### src/hdl/dlut_ram.sv
`default_nettype none
module dlut_ram #(
  parameter int WIDTH = 10,
  parameter int DEPTH = 256
) (
  input  wire logic                     clk,
  input  wire logic                     we,
  input  wire logic [$clog2(DEPTH)-1:0] waddr,
  input  wire logic [WIDTH-1:0]         wdata,
  input  wire logic [$clog2(DEPTH)-1:0] raddr,
  output logic      [WIDTH-1:0]         rdata
);

  logic [WIDTH-1:0] mem [DEPTH];

  always_ff @(posedge clk) begin
    if (we) begin
      mem[waddr] <= wdata;
    end
    rdata <= mem[raddr];
  end

endmodule
`default_nettype wire

### config.mk
export PLATFORM = sky130hd
export DESIGN_NAME = dlut_ram
export DESIGN_NICKNAME = d
export VERILOG_FILES = /design/src/hdl/dlut_ram.sv
export SDC_FILE = /design/constraint.sdc
export NUM_CORES = 2
export LEC_CHECK = 0
export ABC_AREA = 0
export BUFFER_PORTS_ARGS = -buffer_cell sky130_fd_sc_hd__buf_4
export CELL_PAD_IN_SITES_DETAIL_PLACEMENT = 1
export CELL_PAD_IN_SITES_GLOBAL_PLACEMENT = 2
export CORE_UTILIZATION = 55
export DETAILED_ROUTE_END_ITERATION = 10
export PLACE_DENSITY = 0.83
export RECOVER_POWER = 100
export SLEW_MARGIN = 40
export SYNTH_ARGS = -nofsm -noshare
export SYNTH_HDL_FRONTEND = slang
export SYNTH_SLANG_ARGS = --single-unit
### constraint.sdc
create_clock -name clk -period 4.1 [get_ports clk]
set_input_delay 0.205 -clock clk [delete_from_list [all_inputs] [get_ports clk]]
set_output_delay 0.205 -clock clk [all_outputs]
set_load 0.1 [all_outputs]
## Word level (Yosys, flattened, before mapping)

Memory sizes are Yosys's and may differ from the RTL's. A register that Yosys moved wholly into a read port is not among the register bits.
Cells that the tools add are included.

- Register bits after elaboration: 0
- Bits in writable memories: 2560
- Input port bits: 28
- Output and inout port bits: 10
- Word-level logic and storage cells: 3
- Memories: 1

Memories:

| memory | depth | width | read ports | clocked after memory_dff | write ports | RTL line | RTL |
|---|---|---|---|---|---|---|---|
| mem | 256 | 10 | 1 | 1 | 1 | 14 | `logic [WIDTH-1:0] mem [DEPTH];` |

- Muxes and demuxes: 2

Operators by type and width:

| operator | number |
|---|---|
| 2-to-1 mux 1 bit | 2 |

## Depth between registers and ports, before layout

- Word-level depth: 2
- Depth in mapped cells: 12
- Mapped depth without buffers: 6

## Least setup slack after synthesis

No wires, ideal clock.

- Kind: input-to-reg
- Start point: input port raddr[0]
- End point: register rdata[3] (read register of mem)
- Library setup time: 0.126 ns
- Arrival time: 2.021 ns
- Data required time: 3.974 ns
- Path slack: 1.954 ns
- Cell stages on the path: 9
- Buffers on the path: 4
- Cells stage by stage: buf_4 -> buf_8 -> buf_8 -> buf_2 -> mux4_2 -> a22oi_1 -> a21oi_1 -> nor4_1 -> nor3_1

RTL lines:

| element | RTL line | RTL |
|---|---|---|
| start, declared | 10 | `input wire logic [$clog2(DEPTH)-1:0] raddr,` |
| end, declared | 11 | `output logic [WIDTH-1:0] rdata` |

==> impl_results.md <==
- Share of cells above drive strength 1: 0.202
- Root Driver: clkbuf_16
- Post-synthesis sequential area ratio: 0.777
- GRT overflow: 0
- NetSw: 12000 uW
- Core area: 179000 um2
- First-pass detailed-route iteration total: 6
- Fillers: 14.6k
- Number of global-route vias before repair: 53.5k
- Clk buf depth: 4
- Slew of the pin with the lowest slew margin: 3860 ps
- CTS tree: built
- Final Hold Fails: 0
- Tcrit/Tclk final: 0.868
- H-tree lvl count: 5
- Clk_skew: 73.1 ps
- Maximum clock rate: 281 MHz
- Top FF cell, synth: edfxtp_1
- Via-to-Cell Ratio: 6.82
- Iter 0 DRT Violations: 7827
- Seq cells post-synth: 2570
- Sw frac: 0.218
- Critical Path End Type: register
- Worst setup SP type: primary input
- Mapped Nets: 4670
- DP Area: 104000 um2
- Seq pwr share: 0.527
- Post-CTS setup buffer count: 0
- Die height: 427 um
- Via count: 51.9k
- Setup Total Neg Slack: 0 ps
- Die area: 182000 um2
- Post-CTS sizing: 0
- Pin count of the biggest net entering global routing: 149
- Synth Cell Area: 99300 um2
- Post-synthesis async set-or-reset flop share: 0
- IO Port Bufs: 37
- Post-synth EDFFs: 2560
- Initial antenna violation count: 14
- Initial Utilization: 0.555
- Leakage: 0.0347 uW
- I/O pins: 38
- Yosys top cell area share: 0.775
- CP required: 4920 ps
- CTS sink cnt: 2570
- Unique cell type count in the Yosys netlist: 53
- Final Util: 0.624
- Final instance area: 111000 um2
- PwrDens: 495 nW/um2
- Hold WC Path Type: primary input to register
- Num CTS Buffers: 274
- Clk Latency, worst-skew pair: 960 ps
- Crit path kind: primary input to register
- Clk network pwr share: 0.419
- # DRC: 0
- Most area-hungry cell type in the Yosys netlist: edfxtp_1
- Failing checks: max-capacitance violations, max-slew violations
- R2r setup slk: 1070 ps
- Max-slew headroom: -1.57
- Maxcap violations: 23
- Final wirelength: 284000 um
- NumNets Final: 5107
- Dpl hpwl: 178000 um
- Global placer's final weighted congestion: 0.899
- Avg Cell Area, Syn: 21.4 um2
- Status: finished, violations left
- Clock transition at path regs: 60 ps
- Post-Syn Instances: 4642
- Pint: 43100 uW
- Power Total: 55100 uW
- Combinational Power Share: 0.054
- RSZ-0062 raised after global routing: false
- # setup viols final: 0
- First-pass GRT wire length: 401000 um
- Antenna viol nets, final: 0
- # rows: 155
- WP data arrival: 4380 ps
- Worst-path fanout max: 27
- Maximum vdd drop: 0.526 mV
- Max Transition Viols Final: 1216
- P&R area growth vs syn: 12.3%
- Top post-synthesis cells by area: edfxtp_1 (77%), mux4_2 (11%), mux2i_1 (2.1%)
- Tot GR Track Use: 0.314
- Average wire per standard cell: 37.3 um
- Die Span X: 427 um
- Yosys warnings: 0
- Min Clock Period, post-route: 3560 ps
## final cells by class
class,count,area [um2],share of cell area
clock buffers,347,7200,0.0646
diodes,8,20.0,0.000180
well taps,2355,2950,0.0264
flip-flops and latches,2570,77100,0.691
inverters,3,11.3,0.000101
repair buffers,445,2930,0.0263
multi-input cells,1785,20400,0.183
clock inverters,106,863,0.00774
## state kept, by name, summed over array words and instances, names as in the netlist
| signal | flops |
|---|---|
| mem | 2560 |
| rdata | 10 |
## repair_timing
| action | in CTS | in global routing |
|---|---|---|
| endpoints found under the setup margin | 0 | 0 |
| hold buffers | 12 | 2 |
| endpoints found under the hold margin | 454 | 157 |
## kinds of logic (layout without fill, tap and decap cells)
logic type	Yosys count	in the layout	share of synthesized area
AND/OR/NAND/NOR	514	514	0.0232
buffers and inverters	287	901	0.0188
flip-flops	2570	2570	0.777
AO/OA/AOI/OAI	525	525	0.0371
multiplexers	746	746	0.144
other	0	8	0
## worst paths after layout
check,end,start,cells after the start
setup / recovery,rdata[8],raddr[2],8
hold / removal,mem[53][6],waddr[4],4
hold reg to reg,rdata[4],mem[11][4],6
setup reg to reg,rdata[9],mem[243][9],5
## Yosys cell counts (6+ instances only)
cell type,count
a211oi_1,10
a21o_1,6
a21oi_1,113
a221oi_1,15
a22o_1,13
a22oi_1,191
a311oi_1,9
a31oi_1,11
buf_1,19
buf_12,16
buf_2,48
buf_4,29
buf_6,24
buf_8,16
clkbuf_1,131
dfxtp_1,10
edfxtp_1,2560
mux2i_1,210
mux4_1,41
mux4_2,495
nand2_1,47
nand2b_1,12
nand3_1,39
nand4_1,11
nor2_1,292
nor2b_1,24
nor3_1,32
nor4_1,27
o211ai_1,8
o21a_1,8
o21ai_0,12
o221ai_1,40
o22a_1,8
o22ai_1,57
o31ai_1,6
o32ai_1,11
or2_2,8
or3_1,6
## metrics by stage
stage	setup slack (ps)	instances	hold slack [ps]
3_5_place_dp	607	7139	745
6_report	542	7619	106
4_1_cts	1320	7604	17.0
3_3_place_gp	440	7136	795
2_1_floorplan	1950	4642	304
5_1_grt	646	7615	85.2
## cells in the final DEF, fill, tap and decap left out, drive strengths merged, types with 10 or more instances in the layout
cell / n
a211oi: 10
a21oi: 113
a221oi: 15
a22o: 13
a22oi: 191
a311oi: 10
a31oi: 11
buf: 181
bufinv: 14
clkbuf: 597
clkinv: 80
dfxtp: 10
dlygate4sd3: 14
edfxtp: 2560
inv: 10
mux2i: 210
mux4: 536
nand2: 47
nand2b: 12
nand3: 39
nand4: 11
nor2: 292
nor2b: 24
nor3: 33
nor4: 27
o21ai: 12
o221ai: 40
o22ai: 57
o32ai: 11
## power by group through the flow
stage	registers [uW]	clock network [uW]	logic [uW]
2_1_floorplan	29700	0	1390
3_3_place_gp	29600	0	2810
3_5_place_dp	29600	0	2920
4_1_cts	29000	23300	2950
5_1_grt	29000	24200	3030
6_report	29100	23100	2960
## per-layer routing
layer / share of wire / up-vias / routed length [um] / track usage
met5: 0.00025 / - / 71 / 0
li1: - / 20447 / - / -
met1: 0.38 / 27630 / 107000 / 0.443
met2: 0.47 / 3226 / 134000 / 0.480
met4: 0.048 / 10 / 13600 / 0.141
met3: 0.10 / 636 / 29000 / 0.0645
## critical path: stages
cell and delay (ps):
buf_4 470, buf_4 470, and2_0 1220, buf_4 530, a221oi_1 170, o32ai_1 470, nor3_1 350, nor4_1 370
(Power assumes the default switching activity.)
