`config.mk`:
```
export PLATFORM = sky130hd
export DESIGN_NAME = dlut_div
export DESIGN_NICKNAME = d
export VERILOG_FILES = /design/src/hdl/dlut_div.sv
export SDC_FILE = /design/constraint.sdc
export NUM_CORES = 1
export LEC_CHECK = 0
export BUFFER_PORTS_ARGS = -buffer_cell sky130_fd_sc_hd__buf_2
export CAP_MARGIN = 25
export CORE_ASPECT_RATIO = 0.9
export CORE_MARGIN = 4
export CORE_UTILIZATION = 25
export CTS_BUF_LIST = sky130_fd_sc_hd__clkbuf_8
export CTS_CLUSTER_SIZE = 14
export DETAILED_ROUTE_END_ITERATION = 8
export SYNTH_ARGS = -nofsm -noshare
export SYNTH_HDL_FRONTEND = slang
export SYNTH_SLANG_ARGS = --single-unit
```
`constraint.sdc`:
```
create_clock -name clk -period 3.4 [get_ports clk]
set_clock_uncertainty 0.15 [all_clocks]
set_input_delay 0.34 -clock clk [delete_from_list [all_inputs] [get_ports clk]]
set_output_delay 0.34 -clock clk [all_outputs]
set_load 0.02 [all_outputs]
```
`src/hdl/dlut_div.sv`:
```
`default_nettype none
module dlut_div #(
  parameter int NW = 30,
  parameter int DW = 18
) (
  input  wire logic          clk,
  input  wire logic          rst_n,
  input  wire logic          start,
  input  wire logic [NW-1:0] dividend,
  input  wire logic [DW-1:0] divisor,
  output logic               done,
  output logic [NW-1:0]      quotient,
  output logic [DW-1:0]      remainder
);

  localparam int CW = $clog2(NW + 1);

  logic [NW-1:0] quo_r, quo_nxt;
  logic [DW-1:0] rem_r, rem_nxt;
  logic [DW-1:0] den_r, den_nxt;
  logic [CW-1:0] cnt_r, cnt_nxt;
  logic          run_r, run_nxt;
  logic          done_r, done_nxt;
  logic [DW:0]   sh;
  logic [DW:0]   diff;
  logic          ge;

  assign sh   = {rem_r, quo_r[NW-1]};
  assign ge   = sh >= {1'b0, den_r};
  assign diff = sh - {1'b0, den_r};

  always_comb begin
    quo_nxt  = quo_r;
    rem_nxt  = rem_r;
    den_nxt  = den_r;
    cnt_nxt  = cnt_r;
    run_nxt  = run_r;
    done_nxt = 1'b0;
    if (start) begin
      quo_nxt = dividend;
      rem_nxt = '0;
      den_nxt = divisor;
      cnt_nxt = CW'(NW);
      run_nxt = 1'b1;
    end else if (run_r) begin
      rem_nxt = ge ? diff[DW-1:0] : sh[DW-1:0];
      quo_nxt = {quo_r[NW-2:0], ge};
      cnt_nxt = cnt_r - CW'(1);
      if (cnt_r == CW'(1)) begin
        run_nxt  = 1'b0;
        done_nxt = 1'b1;
      end
    end
  end

  always_ff @(posedge clk) begin
    if (!rst_n) begin
      run_r  <= 1'b0;
      done_r <= 1'b0;
      cnt_r  <= '0;
    end else begin
      run_r  <= run_nxt;
      done_r <= done_nxt;
      cnt_r  <= cnt_nxt;
    end
    quo_r <= quo_nxt;
    rem_r <= rem_nxt;
    den_r <= den_nxt;
  end

  assign done      = done_r;
  assign quotient  = quo_r;
  assign remainder = rem_r;

endmodule
`default_nettype wire
```
# Word level (Yosys, flattened, before mapping)
# Index checks and enable logic that the tools add are counted.
# classes
magnitude_cmp,1
n_eq_ne,1
bitwise_logic,2
addsub,2
n_reduce_logical,3
n_mux,9
# op_table
operator,n
two-way mux 30 bit,2
>= comparator 19 x 18 -> 1 bit,1
two-way mux 18 bit,1
subtractor 18 bit,1
two-way mux 5 bit,2
equality test 5 x 1 -> 1 bit (second input constant),1
subtractor 5 x 1 -> 5 bit (second input constant),1
two-way mux 1 bit,4
OR reduction 3 bit,1
NOT 1 bit,2
nonzero test 2 bit,1
OR reduction 2 bit,1
# totals
regBits,73
elab_cells,25
inputBits,51
out_inout_bits,49

# Depth between registers and ports, before layout
# Gate-level depths: netlist (run 1).
# logic_depth
depth_word,4
depth_mapped,11
depth_no_buf,11

# Least setup slack after synthesis (run 1)
# OpenSTA, ideal clock, no wires.
# synth_path
kind,register to register
from,"register rem_r[8], in the netlist remainder[8]"
to,"register rem_r[8], in the netlist remainder[8]"
t_required_ns,3.164
period_less_slack_ns,2.775
stages_incl_launch_ff,11
n_path_buf,2
setup_ns,0.086
slack_ns,0.625
arrival_time_ns,2.540
cell_sequence,dfxtp_1 ha_1 buf_2 nand2_2 or3_4 or4_4 o311ai_2 nor2_4 buf_6 mux2i_1 a211oi_1
# synth_via
elab_chain_len,2
# synth_rtl
item,line,rtl
from (decl),19,"logic [DW-1:0] rem_r, rem_nxt;"
from (signal assigned),67,rem_r <= rem_nxt;
>= comparator 19 x 18 -> 1 bit,29,"assign ge = sh >= {1'b0, den_r};"
two-way mux 18 bit,46,rem_nxt = ge ? diff[DW-1:0] : sh[DW-1:0];
# No other way between the ends.
# A chain may end at the register's enable or synchronous reset.

# Worst setup path after layout (run 1)
# layout_path
from,register den_r[6]
to,"register rem_r[9], in the netlist remainder[9]"
# layout_via
elab_chain_len,2
elab_cells_between_ends,3
classes_between,add/sub: 1; order compare: 1; mux: 1
# layout_rtl
item,line,rtl
from (decl),20,"logic [DW-1:0] den_r, den_nxt;"
from (signal assigned),68,den_r <= den_nxt;
subtractor 18 bit / >= comparator 19 x 18 -> 1 bit (equally long branches),"30, 29",
two-way mux 18 bit (*),46,
# Mark *: on every way between the ends. The rest lies on a longest branch, timed or not.

==> results of run 1 <==
[synthesized netlist by cell type, drive strengths merged, types with 4 or more instances]
master	count	area, um^2
edfxtp	48	1440
mux2	29	327
dfxtp	25	500
inv	25	93.8
nor2	25	101
a21oi	24	120
nand2	22	85.1
ha	20	250
o21ai	17	85.1
xor2	12	105
a211oi	10	75.1
mux2i	10	100
clkbuf	8	30.0
xnor2	8	70.1
nand3	7	35.0
nand2b	5	31.3
a21o	4	30.0
a32oi	4	35.0
buf	4	32.5
nor3	4	20.0
[worst max-delay path by stage]
stage / end / slack, ns / startpoint
6_report: remainder[9]$_SDFFE_PP0P_ / 0.47 / den_r[6]$_DFFE_PP_
5_1_grt: remainder[6]$_SDFFE_PP0P_ / 0.22 / den_r[6]$_DFFE_PP_
4_1_cts: remainder[9]$_SDFFE_PP0P_ / 0.45 / den_r[6]$_DFFE_PP_
3_5_place_dp: remainder[6]$_SDFFE_PP0P_ / 0.48 / den_r[6]$_DFFE_PP_
3_3_place_gp: remainder[13]$_SDFFE_PP0P_ / 0.59 / remainder[8]$_SDFFE_PP0P_
2_1_floorplan: remainder[8]$_SDFFE_PP0P_ / 0.62 / remainder[8]$_SDFFE_PP0P_
[kinds of logic (layout without fill, tap and decap cells)]
family / Yosys count / in the layout / synth area share
adder cells (fa/ha/maj): 21 / 21 / 0.0707
buffers and inverters: 37 / 158 / 0.0409
multiplexers: 39 / 39 / 0.112
AND/OR/NAND/NOR: 74 / 74 / 0.0943
XOR/XNOR: 20 / 20 / 0.0458
AO/OA/AOI/OAI: 75 / 75 / 0.129
flip-flops: 73 / 73 / 0.508
[routing by layer]
metal / GRT usage / vias to the layer above / share of wire
met4: 0.0314 / 0 / 0.0098
met5: 0 / - / 0
met1: 0.141 / 1403 / 0.47
li1: - / 1474 / -
met2: 0.173 / 102 / 0.44
met3: 0.0477 / 8 / 0.075
[metrics by stage]
step,worst slack (ns),power [W],std cells,utilization,area [um^2]
final,0.471,0.00223,658,0.329,4900
after CTS,0.449,0.00226,652,0.326,4840
after detailed placement,0.477,0.00148,627,0.304,4530
after floorplan,0.625,0.00135,339,-,3820
after global placement,0.594,0.00148,627,0.304,4530
after global routing,0.223,0.00236,658,0.329,4900
[registers in the layout, summed over array words and instances, names as in the netlist]
register	cells
quotient	30
run_r	1
done	1
remainder	18
cnt_r	5
den_r	18
[repair_timing]
item	4_1_cts	5_1_grt
endpoints found under the hold margin	10	5
hold buffers	10	5
buffers inserted	0	0
[critical path, stage by stage (launching register included)]
cell	delay [ns]
edfxtp_1	0.33
inv_1	0.04
ha_1	0.35
a21oi_1	0.25
nand2_1	0.07
o21ai_0	0.43
o311ai_2	0.20
nor2_4	0.58
mux2i_1	0.27
a211oi_1	0.09
[power breakdown]
group / total (W) / leakage [nW] / switching, W / internal, W
Clock: 0.000756 / 0.102 / 0.000343 / 0.000413
Combinational: 0.000408 / 1.37 / 0.000235 / 0.000173
Sequential: 0.00107 / 0.683 / 0.0000446 / 0.00103
Total: 0.00223 / 2.15 / 0.000622 / 0.00161
[cell type report]
class,count,area share
clock inverters,6,0.0189
well taps,198,0.0506
clock buffers,9,0.0253
multi-input cells,229,0.352
flip-flops and latches,73,0.396
repair buffers,118,0.138
inverters,25,0.0192
[placed cells by master, fill, tap and decap left out, types with 12 or more instances in the layout]
master | Yosys | final
a21oi_1 | 24 | 24
buf_2 | 2 | 99
dfxtp_1 | 25 | 25
dlygate4sd3_1 | 0 | 15
edfxtp_1 | 48 | 48
ha_1 | 20 | 20
inv_1 | 25 | 25
mux2_2 | 29 | 29
nand2_1 | 21 | 21
nor2_1 | 24 | 24
xor2_1 | 12 | 12
==> impl_metrics.json, run 1 <==
{
  "status": "finished, final reports clean",
  "fp-row-count": 42,
  "final_period_minus_worst_setup_slack_ns": 2.93,
  "io_buffers": 99,
  "synth-seq-cells": 73,
  "routed_wl_um": 9670,
  "endpoint_of_the_worst_hold_timing_path": "den_r[13]$_DFFE_PP_",
  "tritoncts.num_buffers": 9,
  "cp_capture_type": "flop",
  "setup-violations-final": 0,
  "max_cap_viol_count": 0,
  "rsz0062_at_grt": "no",
  "rr_endpoint": "remainder[9]$_SDFFE_PP0P_",
  "clock_tree.buffer_depth": 2,
  "tritoncts": "yes",
  "drt-initial-drc-count": 65,
  "cts_root_buffer": "clkbuf_8",
  "min_from": "divisor[13]",
  "power_density_relative_to_cell_area_nw_per_um2": 456,
  "synth.distinct_cells": 41,
  "place_hpwl_um": 7210,
  "cts_htree_levels": 3,
  "leading_register_cell_type_out_of_synthesis": "edfxtp_1",
  "finalNetCount": 528,
  "gp_congestion": 0.832,
  "seq_area_um2": 1940,
  "floorplan.die_area_um2": 17300,
  "vdd.ir_drop.worst_uv": 239,
  "number_of_synthesized_flops_with_an_enable_pin": 48,
  "worstSetupStartpointType": "flop",
  "tightest_slew_ns": 0.777,
  "groute.usage.overall": 0.111,
  "final-hold-violation-count": 0,
  "dr_vias_cell": 4.54,
  "synth_sequential_area_ratio": 0.508,
  "num-fill-cells": 1541,
  "detail_route.wl_per_cell_um": 14.7,
  "insertedDiodeCount": 0,
  "io_pins": 100,
  "grt_first_pass_wirelength_um": 15500,
  "clkTransAtPathRegs_ns": 0.08,
  "max_clock_freq_ghz": 0.341,
  "asyncSetResetFlopFracSynth": 0,
  "antenna_found_initial": 0,
  "clk-insertion-delay-late_ns": 0.36,
  "floorplan.die.width_um": 138,
  "total_gr_overflow": 0,
  "multi_input_combinational_cell_area_um2": 1720,
  "relSlewSlack": 0.481,
  "worst-endpoint-required_ns": 3.44,
  "synth-warning-count": 0,
  "hold_path_depth": 1,
  "netlist_area_um2": 3820,
  "timing.critical_path.fanout_max": 22,
  "crit_arrival_ns": 2.97,
  "syn-instance-count": 339,
  "critPathKind": "reg -> reg",
  "total_leakage_power_nw": 2.15,
  "cts_num_sinks": 73,
  "number_of_global_route_vias_before_repair": 2995,
  "holdCritPathClass": "in -> reg",
  "cell_count_of_the_worst_reg_to_reg_path": 9,
  "timing.reg2reg.setup_slack_ns": 0.47,
  "timing.rr.start": "den_r[6]$_DFFE_PP_",
  "first_pass_iters": 4,
  "postSynthAreaPerCell_um2": 11.3,
  "die_h_um": 125,
  "ant_nets": 0,
  "start_util": 0.257,
  "timing.setup.tns_ns": 0,
  "detail_route.drc_violations": 0,
  "flow.area_growth_from_synthesis_pct": 28.2,
  "grt_start_max_net_pins": 46,
  "vias": 2987,
  "post_cts_resize_count": 0,
  "fin_crit_sh": 0.862,
  "floorplan.core_area_um2": 14900,
  "hold_ws_ns": 0.0254,
  "drive_gt1_frac": 0.339,
  "synth_fp_nets": 411,
  "report.final.slew_viol_count": 0
}
No activity file was read; power rests on OpenSTA's default activity.
==> inputs of run 2 (changes only) <==
- CTS_BUF_LIST: sky130_fd_sc_hd__clkbuf_8 -> default
- SETUP_SLACK_MARGIN: default -> 0.4
==> run 2 against run 1 <==
Clock-buffer cell count unchanged; global-route usage about the same; sequential cell count unchanged; largest cell class unchanged.
==> impl_metrics.json, run 2 (synthesis gave the netlist of run 1 again) <==
{
  "io_pins": 100,
  "commonest_non_fill_non_tap_cell_in_the_layout": "buf_2",
  "worstSetupStartpointType": "flop",
  "status": "finished, final reports clean",
  "final_period_minus_worst_setup_slack_ns": 2.90,
  "tightest_slew_ns": 0.773,
  "critPathKind": "reg -> reg",
  "detail_route.wl_per_cell_um": 15.3,
  "rsz0062_at_grt": "no",
  "drive_gt1_frac": 0.359,
  "place_hpwl_um": 7210,
  "groute.usage.overall": 0.111,
  "first_pass_iters": 4,
  "crit_arrival_ns": 2.95,
  "flow.area_growth_from_synthesis_pct": 28.1,
  "total_leakage_power_nw": 2.15,
  "cts_num_sinks": 73,
  "largest_register_ff_count": 30,
  "total_power_w": 0.00250,
  "routed_wl_um": 9870,
  "clkTransAtPathRegs_ns": 0.06,
  "floorplan.die_area_um2": 17300,
  "insertedDiodeCount": 0,
  "cell_count_of_the_worst_reg_to_reg_path": 9,
  "detail_route.drc_violations": 0,
  "fin_util": 0.329,
  "vias": 2961,
  "hold_path_depth": 1,
  "cp_capture_type": "flop",
  "drt-initial-drc-count": 82,
  "clk-insertion-delay-late_ns": 0.34,
  "timing.rr.start": "den_r[10]$_DFFE_PP_",
  "finalNetCount": 517,
  "max_clock_freq_ghz": 0.344,
  "worst-endpoint-required_ns": 3.45,
  "fin_crit_sh": 0.854,
  "max_cap_viol_count": 0,
  "final-hold-violation-count": 0,
  "die_h_um": 125,
  "final.setup.worst_slack_ns": 0.497,
  "cts_root_buffer": "clkbuf_16",
  "timing.setup.tns_ns": 0,
  "tritoncts.num_buffers": 9,
  "timing.critical_path.fanout_max": 11,
  "fp-row-count": 42,
  "clock_tree.buffer_depth": 2,
  "number_of_global_route_vias_before_repair": 2952,
  "gp_congestion": 0.832,
  "total_gr_overflow": 0,
  "antenna_found_initial": 0,
  "grt_first_pass_wirelength_um": 15400,
  "hold_ws_ns": 0.0301,
  "setup-violations-final": 0,
  "timing.reg2reg.setup_slack_ns": 0.50,
  "vdd.ir_drop.worst_uv": 284,
  "min_from": "divisor[1]",
  "tritoncts": "yes",
  "cts_htree_levels": 3,
  "report.final.slew_viol_count": 0,
  "power_density_relative_to_cell_area_nw_per_um2": 510,
  "rr_endpoint": "remainder[13]$_SDFFE_PP0P_",
  "dr_vias_cell": 4.58,
  "ant_nets": 0,
  "layout_common_cells": "buf_2, edfxtp_1, mux2_2, inv_1, dfxtp_1",
  "endpoint_of_the_worst_hold_timing_path": "den_r[1]$_DFFE_PP_",
  "floorplan.core_area_um2": 14900,
  "start_util": 0.257,
  "place_ws_ns": 0.477,
  "io_buffers": 99,
  "grt_start_max_net_pins": 46,
  "floorplan.die.width_um": 138,
  "relSlewSlack": 0.484,
  "holdCritPathClass": "in -> reg"
}
==> run 2: cell types whose count changed in the layout (fill, tap and decap cells not counted), sizes merged <==
cell | previous run | this run
dlygate4sd3 | 15 | 0
buf | 103 | 106
nor2 | 25 | 26
==> run 2: report_power, final <==
| part | switching, W | leakage [nW] | internal, W |
|---|---|---|---|
| Combinational | 0.000234 | 1.32 | 0.000163 |
| Clock | 0.000385 | 0.148 | 0.000642 |
| Sequential | 0.0000449 | 0.683 | 0.00103 |
==> run 2: final cells by class <==
| type | count | area (um^2) |
|---|---|---|
| repair buffers | 106 | 561 |
| clock inverters | 6 | 92.6 |
| flip-flops and latches | 73 | 1940 |
| clock buffers | 9 | 225 |
| inverters | 25 | 93.8 |
| well taps | 198 | 248 |
| fillers | 1538 | 9980 |
| multi-input cells | 230 | 1730 |
==> run 2: what timing repair did <==
action                                  CTS  global route
resized for setup                         0             1
endpoints found under the setup margin    0            14
hold buffers                              0             0
buffers inserted                          0             3
==> run 2: critical path, cell delays in order, from the launching register on <==
cell and delay [ns]:
edfxtp_1 0.32, inv_1 0.05, ha_1 0.39, nand2_2 0.11, or3_4 0.42, or4_4 0.55
o311ai_2 0.17, nor2_2 0.25, a32oi_1 0.26, o31ai_1 0.09
==> run 2: routing by layer <==
layer / track usage / wire (um) / vias up / share of wire
met2: 0.173 / 4310 / 105 / 0.44
met3: 0.0489 / 839 / 9 / 0.085
met5: 0 / 0 / - / 0
li1: - / - / 1450 / -
met4: 0.0349 / 128 / 0 / 0.013
met1: 0.139 / 4600 / 1397 / 0.47
==> run 2: worst max path at each step <==
stage                                         start                          to  slack [ns]  cells past startpoint
final                           den_r[10]$_DFFE_PP_  remainder[13]$_SDFFE_PP0P_        0.50                      9
after global routing             den_r[3]$_DFFE_PP_   remainder[6]$_SDFFE_PP0P_        0.37                     10
after CTS                        den_r[6]$_DFFE_PP_   remainder[9]$_SDFFE_PP0P_        0.46                      9
after detailed placement         den_r[6]$_DFFE_PP_   remainder[6]$_SDFFE_PP0P_        0.48                      9
after global placement    remainder[8]$_SDFFE_PP0P_  remainder[13]$_SDFFE_PP0P_        0.59                      8
after floorplan           remainder[8]$_SDFFE_PP0P_   remainder[8]$_SDFFE_PP0P_        0.62                     10
==> run 2: per-stage QoR <==
step                      instance area [um^2]  std cells
after global placement                    4530        627
final                                     4890        647
after floorplan                           3820        339
after global routing                      4890        647
after detailed placement                  4530        627
after CTS                                 4840        642
==> inputs of run 3 (changes only) <==
- ABC_AREA: default -> 1
==> run 3 against run 2 <==
Combinational power shrank 17%; maximum frequency grew 19%; die area grew 11%; sequential cell count is the same; worst setup slack gained 0.47 ns; critical path depth grew 2; sequential share of layout area shrank 2.7 points; register-to-register slack gained 0.47 ns; synthesized cell count grew 61%; design area grew 7.3%.
==> impl_metrics.json, run 3 <==
{
  "tightest_slew_ns": 0.955,
  "power_density_relative_to_cell_area_nw_per_um2": 432,
  "critPathKind": "reg -> reg",
  "cts_root_buffer": "clkbuf_16",
  "detail_route.wl_per_cell_um": 12.9,
  "floorplan.die.width_um": 146,
  "grt_start_max_net_pins": 54,
  "multi_input_combinational_cell_area_um2": 1930,
  "seq_area_um2": 1940,
  "grt_util_met3": 0.0505,
  "final-hold-violation-count": 0,
  "rr_endpoint": "remainder[4]$_SDFFE_PP0P_",
  "ant_nets": 0,
  "postSynthAreaPerCell_um2": 7.80,
  "syn-instance-count": 546,
  "clkTransAtPathRegs_ns": 0.06,
  "clk-insertion-delay-late_ns": 0.34,
  "timing.critical_path.fanout_max": 17,
  "crit_arrival_ns": 2.54,
  "vias": 3666,
  "die_h_um": 132,
  "groute.usage.overall": 0.118,
  "max_clock_freq_ghz": 0.411,
  "dr_vias_cell": 4.27,
  "io_pins": 100,
  "worst-endpoint-required_ns": 3.51,
  "tritoncts.num_buffers": 9,
  "synth_fp_nets": 618,
  "drt-initial-drc-count": 157,
  "floorplan.core_area_um2": 16400,
  "start_util": 0.260,
  "cts_num_sinks": 73,
  "cts_hold_buf": 0,
  "cts_htree_levels": 3,
  "synth_most_common_cell": "nand2_1",
  "min_from": "divisor[13]",
  "netlist_area_um2": 4260,
  "asyncSetResetFlopFracSynth": 0,
  "num-fill-cells": 1812,
  "worstSetupStartpoint": "remainder[12]$_SDFFE_PP0P_",
  "max_cap_viol_count": 0,
  "finalNetCount": 718,
  "place_area_um2": 4970,
  "relSlewSlack": 0.363,
  "commonest_non_fill_non_tap_cell_in_the_layout": "nand2_1",
  "number_of_global_route_vias_before_repair": 3666,
  "floorplan.die_area_um2": 19200,
  "cp_capture_type": "flop",
  "synth_sequential_area_ratio": 0.456,
  "timing.reg2reg.setup_slack_ns": 0.97,
  "netlist.area_leader.share": 0.339,
  "tritoncts": "yes",
  "detail_route.drc_violations": 0,
  "report.final.slew_viol_count": 0,
  "netlist_top_cells_area": "edfxtp_1, nand2_1, dfxtp_1, inv_1, ha_1",
  "fin_cells": 858,
  "routed_wl_um": 11000,
  "antenna_found_initial": 2,
  "ys_top_cells_by_count": "nand2_1, inv_1, edfxtp_1, nand3_1, nor2_1",
  "insertedDiodeCount": 0,
  "vdd.ir_drop.worst_uv": 235,
  "total_leakage_power_nw": 2.73,
  "global_route.peak_usage_layer": "met2",
  "status": "finished, final reports clean",
  "number_of_synthesized_flops_with_an_enable_pin": 48,
  "cell_count_of_the_worst_reg_to_reg_path": 11,
  "use_met2": 0.183,
  "hold_path_depth": 1,
  "groute.layer.met1.usage": 0.152,
  "flow.area_growth_from_synthesis_pct": 23.4,
  "clock_tree.buffer_depth": 2,
  "synth.distinct_cells": 36,
  "total_gr_overflow": 0,
  "timing.rr.start": "remainder[12]$_SDFFE_PP0P_",
  "grt_first_pass_wirelength_um": 18200,
  "drive_gt1_frac": 0.212,
  "synth-warning-count": 0,
  "gp_congestion": 0.818,
  "post-synth-top-area-cell": "edfxtp_1",
  "io_buffers": 99,
  "setup-violations-final": 0,
  "place_hpwl_um": 8410,
  "numPlacedInstances": 842,
  "layout_common_cells": "nand2_1, buf_2, inv_1, edfxtp_1, nand3_1",
  "worstSetupStartpointType": "flop",
  "postLayoutCellArea_um2": 5250,
  "first_pass_iters": 4,
  "largest_register_ff_count": 30,
  "leading_register_cell_type_out_of_synthesis": "edfxtp_1",
  "rsz0062_at_grt": "no",
  "postCtsSetupBuffers": 0,
  "fin_crit_sh": 0.716,
  "post_cts_resize_count": 0,
  "holdCritPathClass": "in -> reg",
  "timing.setup.tns_ns": 0,
  "final_period_minus_worst_setup_slack_ns": 2.43,
  "fp-row-count": 44,
  "endpoint_of_the_worst_hold_timing_path": "den_r[13]$_DFFE_PP_",
  "synth-seq-cells": 73
}
[run 3: cell count changes in the layout (fill, tap and decap cells not counted), sizes merged, moves of 6 or more]
cell    previous run  this run
nand2             22       230
mux2i             10         0
o21ai             17        11
xor2              12         1
inv               26        78
a211oi            10         0
a21oi             24        12
nand3b             0        14
mux2              29         0
nor2              26        32
nand3              7        40
[run 3: kinds of logic after synthesis]
family          count (synthesis)  synth area share
simple gates                  322             0.332
flops                          73             0.456
fa+ha+maj                      21            0.0635
xor+xnor                        7            0.0144
compound gates                 30            0.0423
buf+inv                        93            0.0917
[run 3: worst max path at each step]
stage                                      end  slack (ns)
global route         remainder[4]$_SDFFE_PP0P_        0.71
global placement        quotient[29]$_DFFE_PP_        0.90
detailed placement   remainder[3]$_SDFFE_PP0P_        0.97
CTS                  remainder[3]$_SDFFE_PP0P_        0.95
floorplan           remainder[14]$_SDFFE_PP0P_        1.28
finish               remainder[4]$_SDFFE_PP0P_        0.97
[run 3: layer usage]
layer,part of all wire,wire (um),vias up
met5,0.0019,21,-
met4,0.012,133,4
met3,0.086,953,15
met2,0.43,4720,110
met1,0.47,5210,1608
li1,-,-,1929
[run 3: stage by stage]
| step | total power, W | worst slack, ns | util | hold WS, ns |
|---|---|---|---|---|
| floorplan | 0.00127 | 1.28 | - | 0.289 |
| global placement | 0.00140 | 0.903 | 0.301 | 0.316 |
| detailed placement | 0.00140 | 0.974 | 0.303 | 0.328 |
| CTS | 0.00231 | 0.951 | 0.320 | 0.0145 |
| global route | 0.00240 | 0.714 | 0.320 | 0.0112 |
| finish | 0.00227 | 0.966 | 0.320 | 0.0292 |
[run 3: area by class of cell]
class,instances,share of cell area
sequential,73,0.370
timing repair buffer,104,0.105
tap,207,0.0493
inverter,78,0.0557
multi-input combinational,380,0.367
clock buffer,10,0.0436
clock inverter,6,0.00977
[run 3: critical path, stage by stage, from the launching register on]
cell     delay [ns]
dfxtp_1        0.34
ha_1           0.39
nand2_1        0.10
inv_1          0.08
nand4_1        0.12
nor2_1         0.06
nor2_2         0.38
buf_4          0.33
nand2_8        0.13
nand2_1        0.10
nand3_1        0.06
o21ai_0        0.11
[run 3: power breakdown]
group          switching, W  leakage (nW)  total [W]  internal [W]
Sequential        0.0000326         0.687    0.00105       0.00102
Clock              0.000386         0.134   0.000889      0.000503
Combinational      0.000212          1.91   0.000329      0.000117
Total              0.000630          2.73    0.00227       0.00164
